**src/hdl/qdpv_pkg.sv**
```systemverilog
// ----------------------------------------------------------------------------
// qdpv_pkg
// Shared types and constants for the quadrature decoder with period velocity.
// ----------------------------------------------------------------------------
package qdpv_pkg;

    localparam int DEF_COUNT_WIDTH = 32;
    localparam int DEF_TIME_WIDTH  = 48;
    localparam int QUOT_WIDTH      = 32;
    localparam int ADDR_WIDTH      = 3;

    localparam logic [1:0] MODE_EDGE_A = 2'd0;
    localparam logic [1:0] MODE_EDGE_B = 2'd1;
    localparam logic [1:0] MODE_TICK   = 2'd2;

    localparam logic REG_SCALE   = 1'b0;
    localparam logic REG_TIMEOUT = 1'b1;

    localparam logic [31:0] SCALE_RESET   = 32'd1;
    localparam logic [31:0] TIMEOUT_RESET = 32'd100000;
    localparam logic [31:0] VEL_MAX       = 32'h7FFF_FFFF;

    typedef struct packed {
        logic [1:0]  mode;
        logic        pin_level;
        logic [47:0] time_us;
    } item_t;

    typedef struct packed {
        logic signed [31:0] position_count;
        logic signed [31:0] angular_velocity;
        logic               stopped;
    } result_t;

    typedef struct packed {
        logic load;
        logic div_start;
        logic finish;
    } cmd_t;

    typedef struct packed {
        logic need_div;
        logic div_done;
        logic res_free;
    } stat_t;

endpackage

```
**src/hdl/qdpv_div.sv**
```systemverilog
// ----------------------------------------------------------------------------
// qdpv_div
// Restoring divider, one quotient bit per cycle, unsigned 32-bit dividend.
// ----------------------------------------------------------------------------
module qdpv_div
    import qdpv_pkg::*;
#(
    parameter int TIME_WIDTH = DEF_TIME_WIDTH
)
(
    input  logic                    clk,
    input  logic                    rst_n,
    input  logic                    start,
    input  logic [QUOT_WIDTH-1:0]   dividend,
    input  logic [TIME_WIDTH-1:0]   divisor,
    output logic                    done,
    output logic [QUOT_WIDTH-1:0]   quotient
);

    localparam int RW    = ((TIME_WIDTH > QUOT_WIDTH) ? TIME_WIDTH : QUOT_WIDTH) + 1;
    localparam int CNT_W = $clog2(QUOT_WIDTH + 1);

    logic                  busy_reg,  busy_next;
    logic                  done_reg,  done_next;
    logic [CNT_W-1:0]      cnt_reg,   cnt_next;
    logic [RW-1:0]         rem_reg,   rem_next;
    logic [QUOT_WIDTH-1:0] quo_reg,   quo_next;
    logic [RW-1:0]         trial;
    logic [RW-1:0]         dsr;

    assign dsr   = RW'(divisor);
    assign trial = {rem_reg[RW-2:0], quo_reg[QUOT_WIDTH-1]};

    always_comb
    begin
        busy_next = busy_reg;
        done_next = 1'b0;
        cnt_next  = cnt_reg;
        rem_next  = rem_reg;
        quo_next  = quo_reg;
        if (start)
        begin
            busy_next = 1'b1;
            cnt_next  = CNT_W'(QUOT_WIDTH);
            rem_next  = '0;
            quo_next  = dividend;
        end
        else if (busy_reg)
        begin
            if (trial >= dsr)
            begin
                rem_next = trial - dsr;
                quo_next = {quo_reg[QUOT_WIDTH-2:0], 1'b1};
            end
            else
            begin
                rem_next = trial;
                quo_next = {quo_reg[QUOT_WIDTH-2:0], 1'b0};
            end
            cnt_next = cnt_reg - CNT_W'(1);
            if (cnt_reg == CNT_W'(1))
            begin
                busy_next = 1'b0;
                done_next = 1'b1;
            end
        end
    end

    always_ff @(posedge clk or negedge rst_n)
    begin
        if (!rst_n)
        begin
            busy_reg <= 1'b0;
            done_reg <= 1'b0;
            cnt_reg  <= '0;
        end
        else
        begin
            busy_reg <= busy_next;
            done_reg <= done_next;
            cnt_reg  <= cnt_next;
        end
    end

    always_ff @(posedge clk)
    begin
        rem_reg <= rem_next;
        quo_reg <= quo_next;
    end

    assign done     = done_reg;
    assign quotient = quo_reg;

endmodule

```
**src/hdl/qdpv_dp.sv**
```systemverilog
// ----------------------------------------------------------------------------
// qdpv_dp
// Datapath: pin levels, count, edge time, velocity, divider, result register.
// ----------------------------------------------------------------------------
module qdpv_dp
    import qdpv_pkg::*;
#(
    parameter int COUNT_WIDTH = DEF_COUNT_WIDTH,
    parameter int TIME_WIDTH  = DEF_TIME_WIDTH
)
(
    input  logic        clk,
    input  logic        rst_n,
    input  cmd_t        cmd,
    output stat_t       stat,
    input  item_t       item,
    input  logic [31:0] velocity_scale,
    input  logic [31:0] stop_timeout_us,
    output logic        result_valid,
    input  logic        result_stall,
    output result_t     result
);

    localparam int CMPW = (TIME_WIDTH > 32) ? TIME_WIDTH : 32;

    logic                   level_a_reg,   level_a_next;
    logic                   level_b_reg,   level_b_next;
    logic [COUNT_WIDTH-1:0] count_reg,     count_next;
    logic [TIME_WIDTH-1:0]  last_edge_reg, last_edge_next;
    logic [31:0]            vel_reg,       vel_next;
    logic                   valid_reg,     valid_next;
    logic                   is_edge_reg;
    logic                   up_reg;
    logic                   zero_int_reg;
    logic [TIME_WIDTH-1:0]  elapsed_reg;
    result_t                res_reg;

    logic [TIME_WIDTH-1:0]  now;
    logic [TIME_WIDTH-1:0]  elapsed;
    logic                   is_edge;
    logic                   up;
    logic                   div_done;
    logic [QUOT_WIDTH-1:0]  quot;
    logic [31:0]            mag;
    logic                   timed_out;
    logic [63:0]            count_ext;

    assign now     = TIME_WIDTH'(item.time_us);
    assign elapsed = now - last_edge_reg;
    assign is_edge = (item.mode == MODE_EDGE_A) || (item.mode == MODE_EDGE_B);
    assign up      = (item.mode == MODE_EDGE_A) ? (item.pin_level != level_b_reg)
                                                : (level_a_reg == item.pin_level);

    qdpv_div #(
        .TIME_WIDTH (TIME_WIDTH)
    ) u_div (
        .clk      (clk),
        .rst_n    (rst_n),
        .start    (cmd.div_start),
        .dividend (velocity_scale),
        .divisor  (elapsed_reg),
        .done     (div_done),
        .quotient (quot)
    );

    assign mag       = (zero_int_reg || quot[QUOT_WIDTH-1]) ? VEL_MAX : 32'(quot);
    assign timed_out = CMPW'(elapsed_reg) >= CMPW'(stop_timeout_us);
    assign count_ext = 64'(count_next);

    always_comb
    begin
        level_a_next   = level_a_reg;
        level_b_next   = level_b_reg;
        count_next     = count_reg;
        last_edge_next = last_edge_reg;
        vel_next       = vel_reg;
        valid_next     = valid_reg;
        if (cmd.load && is_edge)
        begin
            if (item.mode == MODE_EDGE_A)
                level_a_next = item.pin_level;
            else
                level_b_next = item.pin_level;
            if (up)
                count_next = count_reg + COUNT_WIDTH'(1);
            else
                count_next = count_reg - COUNT_WIDTH'(1);
            last_edge_next = now;
        end
        if (cmd.finish)
        begin
            if (is_edge_reg)
                vel_next = up_reg ? mag : (32'd0 - mag);
            else if (timed_out)
                vel_next = '0;
        end
        if (result_valid && !result_stall)
            valid_next = 1'b0;
        if (cmd.finish)
            valid_next = 1'b1;
    end

    always_ff @(posedge clk or negedge rst_n)
    begin
        if (!rst_n)
        begin
            level_a_reg   <= 1'b0;
            level_b_reg   <= 1'b0;
            count_reg     <= '0;
            last_edge_reg <= '0;
            vel_reg       <= '0;
            valid_reg     <= 1'b0;
        end
        else
        begin
            level_a_reg   <= level_a_next;
            level_b_reg   <= level_b_next;
            count_reg     <= count_next;
            last_edge_reg <= last_edge_next;
            vel_reg       <= vel_next;
            valid_reg     <= valid_next;
        end
    end

    always_ff @(posedge clk)
    begin
        if (cmd.load)
        begin
            is_edge_reg  <= is_edge;
            up_reg       <= up;
            zero_int_reg <= (elapsed == '0);
            elapsed_reg  <= elapsed;
        end
        if (cmd.finish)
        begin
            res_reg.position_count   <= count_ext[31:0];
            res_reg.angular_velocity <= vel_next;
            res_reg.stopped          <= !is_edge_reg && timed_out;
        end
    end

    assign stat.need_div = is_edge && (elapsed != '0);
    assign stat.div_done = div_done;
    assign stat.res_free = !valid_reg || !result_stall;

    assign result_valid = valid_reg;
    assign result       = res_reg;

endmodule

```
**src/hdl/qdpv_ctrl.sv**
```systemverilog
// ----------------------------------------------------------------------------
// qdpv_ctrl
// Sequencer: takes an item, runs the divider for timed edges, posts result.
// ----------------------------------------------------------------------------
module qdpv_ctrl
    import qdpv_pkg::*;
(
    input  logic  clk,
    input  logic  rst_n,
    input  logic  item_valid,
    output logic  item_stall,
    input  stat_t stat,
    output cmd_t  cmd
);

    typedef enum logic [1:0] {
        S_IDLE,
        S_DIV_GO,
        S_DIV_WAIT,
        S_FINISH
    } state_t;

    state_t state_reg, state_next;

    always_comb
    begin
        state_next    = state_reg;
        cmd.load      = 1'b0;
        cmd.div_start = 1'b0;
        cmd.finish    = 1'b0;
        case (state_reg)
            S_IDLE:
            begin
                if (item_valid)
                begin
                    cmd.load   = 1'b1;
                    state_next = stat.need_div ? S_DIV_GO : S_FINISH;
                end
            end
            S_DIV_GO:
            begin
                cmd.div_start = 1'b1;
                state_next    = S_DIV_WAIT;
            end
            S_DIV_WAIT:
            begin
                if (stat.div_done)
                    state_next = S_FINISH;
            end
            S_FINISH:
            begin
                if (stat.res_free)
                begin
                    cmd.finish = 1'b1;
                    state_next = S_IDLE;
                end
            end
            default:
            begin
                state_next = S_IDLE;
            end
        endcase
    end

    always_ff @(posedge clk or negedge rst_n)
    begin
        if (!rst_n)
            state_reg <= S_IDLE;
        else
            state_reg <= state_next;
    end

    assign item_stall = (state_reg != S_IDLE);

endmodule

```
**src/hdl/quadrature_decoder_period_velocity.sv**
```systemverilog
// Sequence: an edge with a nonzero interval runs S_DIV_GO, the 32-step serial
//   divider, S_DIV_WAIT and S_FINISH before result_valid rises; a tick or a
//   zero-interval edge goes straight to S_FINISH, which waits on result_stall.
// Items: one at a time; item_stall stays high until the sequencer is idle.
// Reset: rst_n clears levels, count, edge time and velocity; scale resets
//   to 1 and stop timeout to 100000 us.
// ----------------------------------------------------------------------------
// quadrature_decoder_period_velocity
// x4 quadrature decoder with period-based velocity and stop timeout.
// ----------------------------------------------------------------------------
module quadrature_decoder_period_velocity
    import qdpv_pkg::*;
#(
    parameter int COUNT_WIDTH = DEF_COUNT_WIDTH,
    parameter int TIME_WIDTH  = DEF_TIME_WIDTH
)
(
    input  logic                  clk,
    input  logic                  rst_n,
    input  logic                  psel,
    input  logic                  penable,
    input  logic                  pwrite,
    input  logic [ADDR_WIDTH-1:0] paddr,
    input  logic [31:0]           pwdata,
    output logic [31:0]           prdata,
    output logic                  pready,
    input  logic                  item_valid,
    output logic                  item_stall,
    input  item_t                 item,
    output logic                  result_valid,
    input  logic                  result_stall,
    output result_t               result
);

    logic [31:0] scale_reg,   scale_next;
    logic [31:0] timeout_reg, timeout_next;
    logic        wr_en;
    cmd_t        cmd;
    stat_t       stat;

    assign pready = 1'b1;
    assign wr_en  = psel && penable && pwrite;

    always_comb
    begin
        scale_next   = scale_reg;
        timeout_next = timeout_reg;
        if (wr_en)
        begin
            case (paddr[2])
                REG_SCALE:   scale_next   = pwdata;
                REG_TIMEOUT: timeout_next = pwdata;
                default:     scale_next   = scale_reg;
            endcase
        end
    end

    always_ff @(posedge clk or negedge rst_n)
    begin
        if (!rst_n)
        begin
            scale_reg   <= SCALE_RESET;
            timeout_reg <= TIMEOUT_RESET;
        end
        else
        begin
            scale_reg   <= scale_next;
            timeout_reg <= timeout_next;
        end
    end

    assign prdata = (paddr[2] == REG_TIMEOUT) ? timeout_reg : scale_reg;

    qdpv_ctrl u_ctrl (
        .clk        (clk),
        .rst_n      (rst_n),
        .item_valid (item_valid),
        .item_stall (item_stall),
        .stat       (stat),
        .cmd        (cmd)
    );

    qdpv_dp #(
        .COUNT_WIDTH (COUNT_WIDTH),
        .TIME_WIDTH  (TIME_WIDTH)
    ) u_dp (
        .clk             (clk),
        .rst_n           (rst_n),
        .cmd             (cmd),
        .stat            (stat),
        .item            (item),
        .velocity_scale  (scale_reg),
        .stop_timeout_us (timeout_reg),
        .result_valid    (result_valid),
        .result_stall    (result_stall),
        .result          (result)
    );

endmodule
```
**config.mk**
```make
export PLATFORM = sky130hd
export DESIGN_NAME = quadrature_decoder_period_velocity
export DESIGN_NICKNAME = d
export VERILOG_FILES = /design/src/hdl/qdpv_pkg.sv /design/src/hdl/qdpv_div.sv /design/src/hdl/qdpv_dp.sv /design/src/hdl/qdpv_ctrl.sv /design/src/hdl/quadrature_decoder_period_velocity.sv
export SDC_FILE = /design/constraint.sdc
export NUM_CORES = 1
export LEC_CHECK = 0
export ABC_AREA = 1
export ABC_CLOCK_PERIOD_IN_PS = 12700
export BUFFER_PORTS_ARGS = -buffer_cell sky130_fd_sc_hd__buf_2
export CAP_MARGIN = 20
export CORE_MARGIN = 2
export CORE_UTILIZATION = 41
export DETAILED_ROUTE_END_ITERATION = 10
export GPL_ROUTABILITY_DRIVEN = 0
export SYNTH_ARGS = -nofsm -noshare
export SYNTH_HDL_FRONTEND = slang
export SYNTH_SLANG_ARGS = --single-unit
```
**constraint.sdc**
```tcl
create_clock -name clk -period 12.7 [get_ports clk]
set_input_delay 2.54 -clock clk [delete_from_list [all_inputs] [get_ports clk]]
set_output_delay 2.54 -clock clk [all_outputs]
set_load 0.02 [all_outputs]
```
==> results of run 1 <==
## final cells by class
| cell class | instances | area share, % |
|---|---|---|
| flip-flops and latches | 385 | 34.75 |
| multi-input cells | 2524 | 45.08 |
| clock inverters | 24 | 1.059 |
| clock buffers | 60 | 4.261 |
| repair buffers | 207 | 3.819 |
| well taps | 837 | 3.588 |
| inverters | 579 | 7.445 |
## worst reg2reg max path: stages, from the launching register on
cell	delay, ns
edfxtp_1	0.34
inv_1	0.09
ha_1	0.40
nand2_1	0.14
nor2_1	0.29
nand4_1	0.19
nor4_1	0.34
nand4_1	0.19
nand3_2	0.11
buf_4	0.65
clkinv_1	0.73
o21ai_0	0.37
o21ai_0	0.11
## stage by stage
step | cell area, um2 | power [W] | instances | hold WS [ns] | setup slack (ns)
2_1_floorplan | 25800 | 0.004953 | 3573 | 0.4392 | 6.311
3_3_place_gp | 27600 | 0.005994 | 4530 | 0.4591 | 6.186
3_5_place_dp | 27600 | 0.006036 | 4530 | 0.4644 | 6.232
4_1_cts | 29150 | 0.007430 | 4614 | 0.4731 | 6.232
5_1_grt | 29190 | 0.008081 | 4616 | 0.4808 | 6.117
6_report | 29190 | 0.007404 | 4616 | 0.4705 | 6.244
## layer usage
layer	vias to the layer above	share of wire (%)	global-route usage, %
met5	-	0	0
met4	0	2.6	6.683
li1	11960	-	-
met3	107	4.4	2.329
met1	10640	47	31.74
met2	515	47	38.00
## power by group
group          total, W  switching, W  internal [W]
combinational   0.00389       0.00264       0.00125
sequential      0.00216      0.000268       0.00189
clock           0.00135      0.000568      0.000785
## kinds of logic after synthesis
group	count (synthesis)
buffers and inverters	664
and+or+nand+nor	1592
AOI/OAI and AO/OA	697
adders and majority gates	168
xor gates and xnor gates	66
DFF	385
other	1
## path summary, 6_finish.rpt
kind / to / slack [ns] / cells past startpoint / from
max: prdata[5] / 6.24 / 5 / paddr[2]
min: u_dp.count_reg[31] / 0.47 / 1 / u_dp.count_reg[31]
max reg2reg: u_dp.u_div.rem_reg[15] / 8.64 / 12 / u_dp.elapsed_reg[43]
min reg2reg: u_dp.count_reg[31] / 0.47 / 1 / u_dp.count_reg[31]
max in group asynchronous: u_dp.last_edge_reg[37] / 9.42 / 2 / rst_n
min in group asynchronous: u_dp.vel_reg[20] / 1.96 / 1 / rst_n
## layout by cell type (no fill, tap or decap), drive strengths merged, types with 5 or more instances in the layout
cell and n:
buf 206, clkinvlp 5, nand2 969, clkbuf 61, nor4 14, nand3b 13
a21oi 205, inv 577, a31oi 46, a21o 17, o22ai 6, o21a 7
edfxtp 148, and2 6, xnor2 33, xor2 33, ha 165, dfstp 7
clkinv 17, o21ai 362, o211ai 30, nor2 318, dfrtp 182, nand3 171
dfxtp 48, o21bai 19, nand4 37, or2 18, nor3 40
==> flow_summary.json, run 1 <==
{
  "cp.arrival_ns": 3.92,
  "status": "finished clean",
  "cp-end-kind": "output pin",
  "cts_setup_buffers": 0,
  "post-synth-top-count-cell": "nand2_1",
  "yosysWarnings": 0,
  "vias": 23230,
  "die_area_um2": 64950,
  "cts_buffers": 45,
  "yosysSeqAreaShare_pct": 39.31,
  "area_growth_pct": 13.14,
  "worst_pin_slew_ns": 0.9080,
  "skew_ns": 0.02590,
  "wl_um": 74330,
  "setup_viol": 0,
  "wl_per_cell_um": 16.10,
  "synth_top_cell_by_area": "dfrtp_1",
  "drv_cap": 0,
  "rsz0062_at_grt": "false",
  "synth_compound_area_share_pct": 14.63,
  "initial_core_util_pct": 41.66,
  "cpPeakStageDelay_ns": 0.41,
  "post_synth.cell_area_avg_um2": 7.221,
  "netlist_area_um2": 25800,
  "ir_worst_vdd_mv": 0.1444,
  "die_y_um": 254.9,
  "final_layout_size_suffix_gt1_share_pct": 9.209,
  "path_max_fanout": 45,
  "maxSlewHeadroom_pct": 39.40,
  "clk_path_buf_depth": 3,
  "period_minus_slack_ns": 6.456,
  "fin_setup_tns_ns": 0,
  "antenna_found_initial": 1,
  "grt_first_pass_wirelength_um": 117700,
  "diodes": 0,
  "cts.repair.resized": 0,
  "synthCells": 3573,
  "syn_nets": 3834,
  "cts_tree": "done",
  "rows": 91,
  "ios": 193,
  "grt_pass1_vias": 21840,
  "synth_commonest_cells": "nand2_1, inv_1, o21ai_0, nor2_1, a21oi_1",
  "portBuffers": 189,
  "synth_fa_ha_area_share_pct": 8.234,
  "cp_cell_sequence": "buf_2 -> clkinv_1 -> buf_4 -> o21ai_0 -> buf_2",
  "synth_flop_cell": "dfrtp_1",
  "synthMuxAreaShare_pct": 0,
  "die_w_um": 254.9,
  "largest_reg_flops": 65,
  "cts_hold_buffers": 0,
  "crit_buf_inv": 4,
  "fin_util_pct": 47.13,
  "hold_viol_final": 0,
  "synth-edff-count": 148,
  "critPathKind": "input port to output pin",
  "crit_top_cell": "buf_2",
  "crit_path_start_kind": "input port",
  "clkLatencyLatePin_ns": 0.61,
  "synth.area.top_cells": "dfrtp_1, edfxtp_1, nand2_1",
  "seq_area_um2": 10140,
  "power.leakage_nw": 14.21,
  "ys_seq_elements": 385,
  "powerDensity_nw_per_um2": 253.6,
  "htreeDepth": 2,
  "hp-class": "flip-flop to flip-flop",
  "fin_nets": 4003,
  "root_buffer": "clkbuf_16",
  "synth_top_area_share_pct": 17.65,
  "path_delay_family": "buffers and inverters",
  "post-route-period-util_pct": 50.84,
  "fmax_mhz": 154.9,
  "track_usage_pct": 22.92,
  "drt_iter0_markers": 1621,
  "synth_top_family_by_area": "simple AND/OR/NAND/NOR gates",
  "overflow": 0,
  "crit_slowest_cell": "o21ai_0",
  "first_pass_iters": 5,
  "synth-simple-area-share_pct": 25.72,
  "n_fill_cell": 6369,
  "multi_input_area_um2": 13160,
  "clkSinkCount": 385,
  "core_area_um2": 61940,
  "worstPathRequired_ns": 10.16,
  "async_flop_share_pct": 49.09,
  "drc": 0,
  "viasPerCell": 5.032,
  "grt_max_degree": 96,
  "dp_hpwl_um": 57620,
  "ant_nets": 0,
  "slew_viol_final": 0,
  "synth_xor_xnor_area_share_pct": 2.240,
  "clk_pin_slew_ns": 0.06,
  "synthDistinctLibCells": 53
}
No activity file was read; power rests on OpenSTA's default activity.
==> inputs of run 2 (changes only) <==
--- a/config.mk
+++ b/config.mk
@@ -6,7 +6,7 @@
 export NUM_CORES = 1
 export LEC_CHECK = 0
 export ABC_AREA = 1
-export ABC_CLOCK_PERIOD_IN_PS = 12700
+export ABC_CLOCK_PERIOD_IN_PS = 5250
 export BUFFER_PORTS_ARGS = -buffer_cell sky130_fd_sc_hd__buf_2
 export CAP_MARGIN = 20
 export CORE_MARGIN = 2
==> constraint.sdc (replaced) <==
create_clock -name clk -period 5.25 [get_ports clk]
set_input_delay 1.05 -clock clk [delete_from_list [all_inputs] [get_ports clk]]
set_output_delay 1.05 -clock clk [all_outputs]
set_load 0.02 [all_outputs]
==> run 2 against run 1 <==
Against the previous run: non-clock buffer count did not move; flip-flop and latch count stayed put; largest cell class unchanged; sequential power increased by 140%; core utilization is essentially flat.
==> flow_summary.json, run 2 (synthesis results as in run 1) <==
{
  "cts_buffers": 45,
  "cp-startpoint": "item[50]",
  "postLayoutCellArea_um2": 29200,
  "vias": 23240,
  "rows": 91,
  "clk_path_buf_depth": 3,
  "diodes": 0,
  "fin_nets": 4003,
  "initial_core_util_pct": 41.66,
  "track_usage_pct": 22.84,
  "die_area_um2": 64950,
  "ios": 193,
  "antenna_found_initial": 0,
  "r2r_slack_ns": 1.64,
  "ant_nets": 0,
  "slew_viol_final": 0,
  "overflow": 0,
  "drv_cap": 0,
  "cts_hold_buffers": 0,
  "skew_ns": 0.03312,
  "endpoint": "u_dp.result[57]",
  "grt_max_degree": 107,
  "ir_worst_vdd_mv": 0.3865,
  "root_buffer": "clkbuf_16",
  "setup_viol": 0,
  "post-route-period-util_pct": 76.20,
  "grt_first_pass_wirelength_um": 117200,
  "core_area_um2": 61940,
  "maxSlewHeadroom_pct": 24.48,
  "die_w_um": 254.9,
  "clk_pin_slew_ns": 0.07,
  "drt_iter0_markers": 1624,
  "wl_met1_um": 34430,
  "worstPathRequired_ns": 5.58,
  "wl_um": 73940,
  "die_y_um": 254.9,
  "first_pass_iters": 6,
  "fin_setup_tns_ns": 0,
  "crit_path_start_kind": "input port",
  "hold_viol_final": 0,
  "placed_area_um2": 27620,
  "drc": 0,
  "fmax_mhz": 250.0,
  "cp.arrival_ns": 4.33,
  "clkLatencyLatePin_ns": 0.60,
  "period_minus_slack_ns": 4.001,
  "area_growth_pct": 13.17,
  "rsz0062_at_grt": "false",
  "largest_reg_flops": 65,
  "clkSinkCount": 385,
  "cts.repair.resized": 0,
  "cts_tree": "done",
  "whs_ns": 0.4287,
  "worst_r2r_endpoint": "u_dp.result[57]",
  "wl_met2_um": 34450,
  "dp_hpwl_um": 57610,
  "worst_pin_slew_ns": 1.129,
  "final_common_cell": "nand2_1",
  "powerDensity_nw_per_um2": 613.4,
  "htreeDepth": 2,
  "grt_pass1_vias": 21830,
  "final_cell_mix": "nand2_1, inv_1, o21ai_0",
  "path_max_fanout": 32,
  "viasPerCell": 5.035,
  "cts_setup_buffers": 0,
  "top_layer": "met4",
  "final_layout_size_suffix_gt1_share_pct": 9.209,
  "crit-reg2reg-launch": "u_dp.level_a_reg",
  "portBuffers": 189,
  "wl_per_cell_um": 16.02,
  "met3WireLength_um": 3216,
  "critPathKind": "input port to flip-flop",
  "hp-class": "input port to asynchronous set/reset pin",
  "reg2reg_depth": 15,
  "power.leakage_nw": 14.22,
  "status": "finished clean",
  "cp-end-kind": "flip-flop"
}
## run 2: cell types whose count changed in the layout (fill, tap and decap cells not counted), sizes merged
cell and change:
bufinv +2, inv -3, clkinvlp +1, clkbuf -4, clkinv +4
## run 2: through the flow
step / utilization [%] / total power, W / std cells / setup slack, ns
after detailed placement: 44.60 / 0.01461 / 4530 / 0.6511
after global placement: 44.60 / 0.01453 / 4530 / 0.6688
after floorplan: - / 0.01198 / 3573 / 0.3508
after CTS: 47.08 / 0.01797 / 4614 / 1.264
after global routing: 47.14 / 0.01955 / 4616 / 0.8885
final: 47.14 / 0.01791 / 4616 / 1.249
## run 2: critical path, stage by stage
cell and delay, ns:
buf_2 0.16, nor2_1 0.21, nand2_1 0.07, o21ai_0 0.14, xor2_2 0.21, buf_12 0.22, inv_1 0.12, fa_1 0.44
o21ai_2 0.20, a21oi_1 0.13, o21bai_1 0.32, a21boi_1 0.18, o21bai_1 0.33, nand2_1 0.08, o21ai_0 0.22, nand2_1 0.08
nand3_1 0.08, nand2_1 0.07
## run 2: worst min path at each step
| stage | startpoint | to | slack (ns) | cells after the start |
|---|---|---|---|---|
| 2_1_floorplan | u_dp.count_reg[31] | u_dp.count_reg[31] | 0.44 | 1 |
| 3_3_place_gp | u_dp.u_div.rem_reg[31] | u_dp.u_div.rem_reg[31] | 0.46 | 2 |
| 3_5_place_dp | u_dp.count_reg[31] | u_dp.count_reg[31] | 0.46 | 1 |
| 4_1_cts | rst_n | u_dp.vel_reg[18] | 0.45 | 1 |
| 5_1_grt | rst_n | u_dp.vel_reg[17] | 0.47 | 1 |
| 6_report | rst_n | u_dp.vel_reg[18] | 0.43 | 1 |
## run 2: per-layer routing
metal	up-vias	GRT usage (%)
met2	514	37.99
li1	11970	-
met5	-	0
met3	106	2.298
met4	0	6.416
met1	10650	31.62
## run 2: power breakdown
part | internal (W) | total, W | switching [W]
combinational | 0.00304 | 0.00940 | 0.00636
clock | 0.00194 | 0.00327 | 0.00132
sequential | 0.00459 | 0.00524 | 0.000658
total | 0.00957 | 0.0179 | 0.00834
## run 2: final cells by class
cell class              instances  area, um2
fillers                      6376      32740
multi-input cells            2524      13160
flip-flops and latches        385      10140
inverters                     579       2173
clock buffers                  56       1209
repair buffers                207       1140
well taps                     837       1047
clock inverters                28      326.6
==> inputs of run 3 (changes only) <==
--- a/config.mk
+++ b/config.mk
@@ -5,8 +5,8 @@
 export SDC_FILE = /design/constraint.sdc
 export NUM_CORES = 1
 export LEC_CHECK = 0
-export ABC_AREA = 1
-export ABC_CLOCK_PERIOD_IN_PS = 5250
+export ABC_AREA = 0
+export ABC_CLOCK_PERIOD_IN_PS = 4080
 export BUFFER_PORTS_ARGS = -buffer_cell sky130_fd_sc_hd__buf_2
 export CAP_MARGIN = 20
 export CORE_MARGIN = 2
==> constraint.sdc (replaced) <==
create_clock -name clk -period 4.08 [get_ports clk]
set_input_delay 0.816 -clock clk [delete_from_list [all_inputs] [get_ports clk]]
set_output_delay 0.816 -clock clk [all_outputs]
set_load 0.02 [all_outputs]
==> run 3 against run 2 <==
Against the previous run: critical path depth fell by 2; sequential share of layout area increased by 0.16 points; register-to-register slack worse by 1.5 ns; via count shrank 17%; global-route usage down 2.4 points; wire length shrank 17%; largest cell class unchanged.
==> flow_summary.json, run 3 <==
{
  "status": "finished clean",
  "yosysSeqAreaShare_pct": 42.89,
  "placed_area_um2": 27460,
  "postLayoutCellArea_um2": 29070,
  "async_flop_share_pct": 49.09,
  "die_w_um": 244.2,
  "ys_seq_elements": 385,
  "post-route-period-util_pct": 97.96,
  "grt_first_pass_wirelength_um": 99050,
  "hold_viol_final": 0,
  "wl_per_cell_um": 17.08,
  "cp-end-kind": "flip-flop",
  "final_common_cell": "buf_4",
  "initial_core_util_pct": 41.22,
  "synth_top_cell_by_area": "dfrtp_1",
  "synth-edff-count": 148,
  "die_y_um": 244.2,
  "root_buffer": "clkbuf_16",
  "final_layout_size_suffix_gt1_share_pct": 28.03,
  "synth_flop_cell": "dfrtp_1",
  "yosysWarnings": 0,
  "path_max_fanout": 5,
  "post-synth-top-count-cell": "nor2_1",
  "slew_viol_final": 0,
  "area_growth_pct": 22.91,
  "clkSinkCount": 385,
  "fin_nets": 3053,
  "synth_top_area_share_pct": 19.26,
  "ant_nets": 0,
  "cts_tree": "done",
  "htreeDepth": 2,
  "crit_top_cell": "or4_1",
  "maxSlewHeadroom_pct": 29.56,
  "portBuffers": 189,
  "track_usage_pct": 20.48,
  "vias": 19190,
  "final_cell_mix": "buf_4, nor2_1, buf_2",
  "drc": 0,
  "crit_slowest_cell": "or4_1",
  "power.leakage_nw": 13.12,
  "cts_buffers": 45,
  "grt_pass1_vias": 19060,
  "grt_max_degree": 77,
  "cp.arrival_ns": 4.48,
  "antenna_found_initial": 0,
  "ios": 193,
  "post_synth.cell_area_avg_um2": 9.919,
  "fin_setup_tns_ns": 0,
  "synth_commonest_cells": "nor2_1, dfrtp_1, mux2_2, a21oi_1, inv_1",
  "netlist_area_um2": 23650,
  "fmax_mhz": 250.2,
  "drt_iter0_markers": 1118,
  "cts_hold_buffers": 0,
  "worstPathRequired_ns": 4.56,
  "period_minus_slack_ns": 3.997,
  "clk_path_buf_depth": 3,
  "core_area_um2": 57370,
  "fin_util_pct": 50.67,
  "rsz0062_at_grt": "true",
  "synthCells": 2384,
  "die_area_um2": 59610,
  "dp_hpwl_um": 47060,
  "multi_input_area_um2": 12750,
  "viasPerCell": 5.338,
  "rows": 88,
  "clkLatencyLatePin_ns": 0.59,
  "cp_cell_sequence": "buf_2 -> inv_1 -> ha_1 -> fa_2 -> nor2b_2 -> o31a_1 -> o31ai_4 -> o211ai_1 -> nand2b_1 -> or3_1 -> a21oi_2 -> xor2_1 -> or4_1 -> or4_1 -> o41a_1 -> a211oi_2",
  "synthDistinctLibCells": 86,
  "wl_um": 61400,
  "ir_worst_vdd_mv": 0.5391,
  "hp-class": "input port to asynchronous set/reset pin",
  "worst_pin_slew_ns": 1.057,
  "powerDensity_nw_per_um2": 919.3,
  "largest_reg_flops": 65,
  "cpPeakStageDelay_ns": 0.50,
  "n_fill_cell": 5224,
  "synth.area.top_cells": "dfrtp_1, edfxtp_1, ha_1",
  "clk_pin_slew_ns": 0.06,
  "whs_ns": 0.2441,
  "drv_cap": 0,
  "crit_path_start_kind": "input port",
  "diodes": 0,
  "first_pass_iters": 5,
  "fin_total_pwr_w": 0.02672,
  "syn_nets": 2645,
  "overflow": 0,
  "setup_viol": 0,
  "critPathKind": "input port to flip-flop",
  "skew_ns": 0.02868,
  "seq_area_um2": 10140
}
==> run 3: cell count changes in the layout (fill, tap and decap cells not counted), moves of 140 or more <==
cell,before,now
nand2_1,960,139
inv_1,569,171
buf_4,14,267
o21ai_0,349,115
mux2_2,0,176
nand3_1,167,27
==> run 3: cells by family after synthesis <==
logic type	count (synthesis)	share of synthesized area [%]
AO/OA/AOI/OAI	615	17.03
XOR/XNOR	125	4.630
adder cells (fa/ha/maj)	168	8.984
buffers and inverters	274	4.423
flip-flops	385	42.89
multiplexers	191	9.016
other	1	0.01586
AND/OR/NAND/NOR	625	13.01
==> run 3: metrics by stage <==
stage                     cells  worst slack (ns)
after floorplan            2384           -0.5749
after detailed placement   3507           -0.5889
after CTS                  3591          0.007769
after global routing       3594           -0.1367
after global placement     3507           -0.5431
final                      3594           0.08313
==> run 3: layer usage <==
metal | share of wire [%] | track usage [%] | up-vias
li1 | - | - | 9513
met1 | 46 | 27.71 | 9195
met2 | 47 | 34.09 | 380
met3 | 4.3 | 2.678 | 97
met4 | 2.8 | 6.385 | 0
met5 | 0 | 0 | -
==> run 3: timing repair <==
item | 4_1_cts | 5_1_grt
resized for setup | 0 | 23
buffers inserted | 0 | 3
setup endpoints to repair | 0 | 12
==> run 3: cell type report <==
class / instances / share of cell area (%)
multi-input combinational: 1725 / 43.87
sequential: 385 / 34.90
timing repair buffer: 463 / 10.63
clock buffer: 56 / 4.085
tap: 765 / 3.293
inverter: 172 / 2.234
clock inverter: 28 / 0.9815
==> run 3: final timing paths <==
kind	from	to	slack (ns)	cells past startpoint
worst max-delay path	item[0]	u_ctrl.state_reg[1]	0.08	16
worst min-delay path	rst_n	u_dp.last_edge_reg[36]	0.24	1
worst max register to register	u_dp.last_edge_reg[0]	u_ctrl.state_reg[1]	0.09	14
worst min register to register	u_dp.count_reg[31]	u_dp.count_reg[31]	0.47	1
max in group asynchronous	rst_n	scale_reg[21]	2.94	2
min in group clk	u_dp.count_reg[31]	u_dp.count_reg[31]	0.47	1
==> run 3: worst max-delay path, delay by kind of cell <==
kind | cells | cell delay (ns)
fa+ha+maj | 2 | 0.58
compound gates | 6 | 1.28
simple gates | 5 | 1.58
buf+inv | 2 | 0.13
xor+xnor | 1 | 0.10
==> run 3: where the power goes <==
| group | switching (W) | internal [W] | leakage (nW) |
|---|---|---|---|
| Sequential | 0.00108 | 0.00605 | 4.15 |
| Clock | 0.00168 | 0.00234 | 0.727 |
| Combinational | 0.00827 | 0.00730 | 8.23 |
